### src/hw/rtl/per_cell_standard_deviation_top_macros.svh
// Assertion macros used by the sequencer RTL of the per-cell deviation block
`ifndef PER_CELL_STANDARD_DEVIATION_TOP_MACROS_SVH
`define PER_CELL_STANDARD_DEVIATION_TOP_MACROS_SVH

// same-cycle implication
`define PCSD_ASSERT_IMPL(lbl, clk, rst, ante, cons) \
   lbl: assert property (@(posedge clk) disable iff (rst) (ante) |-> (cons)) \
      else $error("pcsd assertion failed");

// next-cycle implication
`define PCSD_ASSERT_NEXT(lbl, clk, rst, ante, cons) \
   lbl: assert property (@(posedge clk) disable iff (rst) (ante) |=> (cons)) \
      else $error("pcsd assertion failed");

`endif

### src/hw/rtl/pcsd_pkg.sv
// ----------------------------------------------------------------------------
// pcsd_pkg
// Types and constants shared by the per-cell deviation controller and datapath.
// ----------------------------------------------------------------------------
package pcsd_pkg;

   localparam int CELLS   = 4096;
   localparam int CELL_W  = $clog2(CELLS);
   localparam int VAL_W   = 32;
   localparam int SUM_W   = 40;
   localparam int CNT_W   = 9;
   localparam int SQ_W    = 64;
   localparam int IDX_W   = 2;

   localparam logic [1:0] OP_SUM  = 2'd0;
   localparam logic [1:0] OP_DEV  = 2'd1;
   localparam logic [1:0] OP_READ = 2'd2;

   localparam logic [1:0] STAT_OK     = 2'd0;
   localparam logic [1:0] STAT_EMPTY  = 2'd1;
   localparam logic [1:0] STAT_SINGLE = 2'd2;

   localparam logic [IDX_W-1:0] REG_INCLUDE_MISSING = 2'd0;
   localparam logic [IDX_W-1:0] REG_SUBSTITUTE      = 2'd1;
   localparam logic [IDX_W-1:0] REG_OUT_MISSING     = 2'd2;

   typedef enum logic [3:0] {
      S_CLEAR,
      S_IDLE,
      S_READ,
      S_DECIDE,
      S_WR_SUM,
      S_DIV,
      S_MEAN,
      S_MUL,
      S_WR_SQ,
      S_SQRT,
      S_OUT
   } state_type;

   typedef struct packed {
      logic clear;
      logic load_req;
      logic mem_rd;
      logic wr_sum;
      logic div_start;
      logic div_step;
      logic mean_load;
      logic mul_load;
      logic wr_sq;
      logic sqrt_start;
      logic sqrt_step;
      logic load_rsp;
   } cmd_type;

   typedef struct packed {
      logic [1:0] op;
      logic       skip;
      logic       cnt_zero;
      logic       cnt_one;
      logic       div_done;
      logic       sqrt_done;
      logic       clear_last;
      logic       rsp_busy;
   } status_type;

endpackage

### src/hw/rtl/pcsd_ctrl.sv
// ----------------------------------------------------------------------------
// pcsd_ctrl
// Sequencer: clearing pass, memory read, sum write, divide, mean, multiply, square root and readout.
// ----------------------------------------------------------------------------
`include "per_cell_standard_deviation_top_macros.svh"

module pcsd_ctrl (
   input  logic                clock,
   input  logic                reset,
   input  logic                req_valid,
   output logic                req_stall,
   input  pcsd_pkg::status_type status,
   output pcsd_pkg::cmd_type    cmd
);
   import pcsd_pkg::*;

   state_type state_ff, state_in;

   always_ff @(posedge clock) begin
      if (reset) begin
         state_ff <= S_CLEAR;
      end else begin
         state_ff <= state_in;
      end
   end

   always_comb begin
      state_in = state_ff;
      unique case (state_ff)
         S_CLEAR:  if (status.clear_last) state_in = S_IDLE;
         S_IDLE:   if (req_valid) state_in = S_READ;
         S_READ:   state_in = S_DECIDE;
         S_DECIDE: begin
            case (status.op)
               OP_SUM:  state_in = status.skip ? S_IDLE : S_WR_SUM;
               OP_DEV:  state_in = (status.cnt_zero || status.skip) ? S_IDLE : S_DIV;
               OP_READ: state_in = (status.cnt_zero || status.cnt_one) ? S_OUT : S_DIV;
               default: state_in = S_IDLE;
            endcase
         end
         S_WR_SUM: state_in = S_IDLE;
         S_DIV:    if (status.div_done) state_in = (status.op == OP_DEV) ? S_MEAN : S_SQRT;
         S_MEAN:   state_in = S_MUL;
         S_MUL:    state_in = S_WR_SQ;
         S_WR_SQ:  state_in = S_IDLE;
         S_SQRT:   if (status.sqrt_done) state_in = S_OUT;
         S_OUT:    if (!status.rsp_busy) state_in = S_IDLE;
         default:  state_in = S_IDLE;
      endcase
   end

   always_comb begin
      cmd            = '0;
      cmd.clear      = (state_ff == S_CLEAR);
      cmd.load_req   = (state_ff == S_IDLE) && req_valid;
      cmd.mem_rd     = (state_ff == S_READ);
      cmd.wr_sum     = (state_ff == S_WR_SUM);
      cmd.div_start  = (state_ff == S_DECIDE);
      cmd.div_step   = (state_ff == S_DIV);
      cmd.mean_load  = (state_ff == S_MEAN);
      cmd.mul_load   = (state_ff == S_MUL);
      cmd.wr_sq      = (state_ff == S_WR_SQ);
      cmd.sqrt_start = (state_ff == S_DIV) && status.div_done;
      cmd.sqrt_step  = (state_ff == S_SQRT);
      cmd.load_rsp   = (state_ff == S_OUT) && !status.rsp_busy;
   end

   assign req_stall = (state_ff != S_IDLE);

   `PCSD_ASSERT_NEXT(a_wr_sum_done, clock, reset, state_ff == S_WR_SUM, state_ff == S_IDLE)
   `PCSD_ASSERT_NEXT(a_div_exit, clock, reset, (state_ff == S_DIV) && status.div_done,
                     (state_ff == S_MEAN) || (state_ff == S_SQRT))
   `PCSD_ASSERT_NEXT(a_clear_holds, clock, reset,
                     (state_ff == S_CLEAR) && !status.clear_last, state_ff == S_CLEAR)
   `PCSD_ASSERT_IMPL(a_rsp_only_out, clock, reset, cmd.load_rsp, state_ff == S_OUT)

endmodule

### config.mk
export PLATFORM = sky130hd
export DESIGN_NAME = pcsd_ctrl
export DESIGN_NICKNAME = d
export VERILOG_FILES = /design/src/hw/rtl/pcsd_pkg.sv /design/src/hw/rtl/pcsd_ctrl.sv
export VERILOG_INCLUDE_DIRS = /design/src /design/src/hw/rtl
export SDC_FILE = /design/constraint.sdc
export NUM_CORES = 1
export LEC_CHECK = 0
export BUFFER_PORTS_ARGS = -buffer_cell sky130_fd_sc_hd__buf_2
export CAP_MARGIN = 10
export CORE_AREA = 2 2 39 41
export DETAILED_ROUTE_END_ITERATION = 6
export DIE_AREA = 0 0 41 43
export HOLD_SLACK_MARGIN = 0.03
export PLACE_DENSITY = 0.69
export SYNTH_ARGS = -nofsm -noshare
export SYNTH_HDL_FRONTEND = slang
export SYNTH_SLANG_ARGS = --single-unit
export TNS_END_PERCENT = 100
### constraint.sdc
create_clock -name clock -period 1.2 [get_ports clock]
set_input_delay 0 -clock clock [delete_from_list [all_inputs] [get_ports clock]]
set_output_delay 0 -clock clock [all_outputs]
set_load 0.05 [all_outputs]
# Yosys cells after proc, flatten, opt, wreduce, memory -nomap -nowiden
# Cells that the tools add are included.
dict set report totals {
  out_inout_bits 13
  ff_bits 4
  elab_cells 39
}
dict set report op_classes {
  n_reduce_logical 9
  n_eq_ne 18
  n_mux 11
}
# cell count
set op_table {}
lappend op_table {{one-hot mux 4 bit (9 select lines)} 1}
lappend op_table {{two-way mux 4 bit} 7}
lappend op_table {{== test 4 x 3 -> 1 bit, second input constant} 4}
lappend op_table {{== test 4 bit, second input constant} 3}
lappend op_table {{one-hot mux 4 bit (3 select lines)} 1}
lappend op_table {{inequality test 2 bit, second input constant} 5}
lappend op_table {{== test 4 x 2 -> 1 bit, second input constant} 2}
lappend op_table {{two-way mux 3 bit} 2}
lappend op_table {{AND reduction 5 bit} 1}
lappend op_table {{== test 4 x 1 -> 1 bit, second input constant} 1}
lappend op_table {{zero test 4 bit} 1}
lappend op_table {{inequality test 4 x 1 -> 1 bit, second input constant} 1}
lappend op_table {{logical AND 1 bit} 3}
lappend op_table {{== test 2 x 1 -> 1 bit, second input constant} 1}
lappend op_table {{== test 2 bit, second input constant} 1}
lappend op_table {{zero test 2 bit} 1}
lappend op_table {{logical OR 1 bit} 2}
lappend op_table {{zero test 1 bit} 1}

# Logic depth before layout (Yosys ltp)
dict set report depth {
  ltp_word 4
  depth_mapped 5
  mapped_depth_nobuf 4
}

# Least setup slack after synthesis
# OpenSTA, ideal clock, no wires.
dict set report synth_timing {
  path_kind {register -> register}
  start {reg state_ff[1]}
  end {reg state_ff[2]}
  required_ps 1130
  t_arrival_ps 2133
  period_less_slack_ps 2203
  setup_slack_ps -1003
  path_stages_with_launch 6
  path_cell_list {dfxtp_1 -> buf_4 -> nand2_1 -> nor3_1 -> o21ai_0 -> a21oi_1}
}
# item line_no
set synth_lines {}
lappend synth_lines {{start: declaration} pcsd_ctrl.sv:17} ;# state_type state_ff, state_in;
lappend synth_lines {{start signal: assignment} pcsd_ctrl.sv:23} ;# state_ff <= state_in;

==> metrics.yaml <==
route.detailed.drc: 0
slowest_stage: "or3_4"
drt-total-wl_microns: 2690
drive_gt1_share_pct: 70.0
io_buffer_count: 24
dpl_cell_area_sq_um: 855
cts.sinks: 4
cp.arrival_ps: 1400
nets: 133
finalSetupViolations: 16
chipHeight_microns: 43
path_buf_inv: 1
grt_max_degree: 9
clock_tree.root_cell: "clkbuf_4"
htreeDepth: 1
crit_path_end_kind: "output port"
die_w_microns: 41
synthTopCellsByArea: "dfxtp_1 17%, nor3_1 9.3%, nor2_1 7.0%, a21oi_1 6.2%, nand2b_1 5.2%"
reg2reg_depth: 6
final.period_utilization_pct: 117
tightest_slew_ps: 334
synth_edf_count: 0
die-area_sq_um: 1760
postSynthAreaPerCell_sq_um: 6.92
cp_slowest_stage_delay_ps: 390
fin_crit_ps: 1400
core_sq_um: 1380
fin_ws_ps: -202
synth_fp_nets: 82
synth_top_area_share_pct: 16.5
antennaDiodeCount: 0
initial_utilization_pct: 35.0
synth_seq_cells: 4
ir_worst_vdd_v: 0.000459
viasPerCell: 6.04
cp_max_fo: 6
clock_latency_ps: 240
synth_top_area_cell: "dfxtp_1"
p_total_mw: 0.771
rsz0062_at_grt: "true"
p_leak_nw: 0.482
max_cap_viol_count: 0
fin_cells: 136
wl_per_cell_microns: 19.8
reg_top3: "state_ff: 4 flops"
critPathRequiredTime_ps: 1200
holdPathStages: 4
crit_cells: 4
design_area_sq_um: 1170
gp_routability_congestion: 0.844
grt.total_usage_pct: 29.9
synth_warnings: 0
hold_class: "in2reg"
first_global_vias: 812
async_reset_ff_share_pct: 0
ys.flop_type: "dfxtp_1"
top_register: "state_ff"
crit_family: "simple AND/OR/NAND/NOR gates"
violations: "negative setup slack"
power_density_nw_per_um2: 656
fmax_mhz: 713
whs_ps: 163
vias: 822
slew_headroom_pct: 77.7
status: "finished, violations left"
maxSlewViolCount: 0
antenna_left: 0
synth_commonest_cells: "9 x nor2_1, 9 x nor3_1, 6 x a21oi_1, 5 x inv_1"
antenna_found_initial: 0
numCtsBuffers: 3
syn_inst: 70
rows: 14
grt_pass1_wl_microns: 3660
path_cells: "nand2b_4, or3_4, nor2_4, buf_8"
placed_cells: 124
grt_overflow_total: 0
drt_iter0_drc: 21
start_kind: "flip-flop"
cts_buffer_depth: 2
largest_register_ff_count: 4
cts.reportedPaths.clkPinSlew_ps: 50
path_class: "reg2out"
io_pins: 25
cts_tree: "built"
place_ws_ps: -165
areaGrowthSynthToFinish_pct: 143
hold_viol: 0
skew_ps: 13.1
ys_seq_area_share_pct: 16.5
synth_cell_type_count: 33
netlist_area_sq_um: 484
drt-pass1-iter-count: 4
hpwl_microns: 1460
[per-stage QoR]
step	util, %	setup TNS (ps)
2_1_floorplan	-	-1020
4_1_cts	80.7	-1420
6_report	84.9	-2020
3_3_place_gp	61.8	-588
3_5_place_dp	61.8	-769
5_1_grt	84.9	-2710
[power by group]
| group | leakage [nW] | switching [mW] | internal [mW] |
|---|---|---|---|
| clock | 0.0150 | 0.0662 | 0.125 |
| combinational | 0.432 | 0.231 | 0.191 |
| sequential | 0.0355 | 0.0197 | 0.138 |
| total | 0.482 | 0.317 | 0.454 |
[cell type report]
| class | instances | area [sq um] |
|---|---|---|
| clock buffer | 4 | 26.3 |
| fill | 79 | 209 |
| inverter | 5 | 23.8 |
| multi-input combinational | 57 | 564 |
| sequential | 4 | 95.1 |
| tap | 16 | 20.0 |
| timing repair buffer | 50 | 445 |
[worst paths after layout]
path,endpoint,start,slack (ps)
worst max register to register,state_ff[1]$_SDFFE_PP0P_,state_ff[0]$_SDFFE_PP0P_,-180
worst min register to register,state_ff[0]$_SDFFE_PP0P_,state_ff[0]$_SDFFE_PP0P_,770
worst min-delay path,state_ff[2]$_SDFFE_PP0P_,status[6],160
worst max-delay path,cmd[10],state_ff[1]$_SDFFE_PP0P_,-200
[logic make-up (layout without fill, tap and decap cells)]
family,count (synthesis),after routing,share of synthesized area (%)
flip-flops,4,4,16.5
AND/OR/NAND/NOR,36,36,43.4
multiplexers,1,1,2.07
AO/OA/AOI/OAI,20,20,28.4
buffers and inverters,9,59,9.56
[layer usage]
metal / routed length [microns] / global-route usage [%] / vias to the layer above / share of wire [%]
met1: 999 / 36.2 / 412 / 37
met4: 84 / 8.00 / 0 / 3.1
met2: 1470 / 53.1 / 41 / 55
met3: 132 / 1.57 / 8 / 4.9
met5: 0 / 0 / - / 0
li1: - / - / 361 / -
[worst min-delay path, stage by stage]
cell	delay, ps
buf_2	90
a211oi_1	40
o21ai_1	170
a21oi_2	60
[what timing repair did]
| action | in CTS | in global routing |
|---|---|---|
| pin swaps | 17 | 6 |
| resized for setup | 50 | 12 |
| gates cloned | 0 | 0 |
| hold endpoints to repair | 4 | 0 |
| buffers inserted | 6 | 1 |
| hold buffers | 1 | 0 |
| endpoints found under the setup margin | 17 | 17 |
[placed cells by master, fill, tap and decap left out, drive strengths merged, types with 2 or more instances in the layout]
cell type	Yosys	layout
o21ai	3	3
buf	3	49
nor3	9	9
clkbuf	1	4
nor2	9	9
nand2b	4	4
nand2	2	2
dfxtp	4	4
a311oi	2	2
inv	5	5
nor3b	4	4
a21oi	6	6
(Power assumes the default switching activity.)
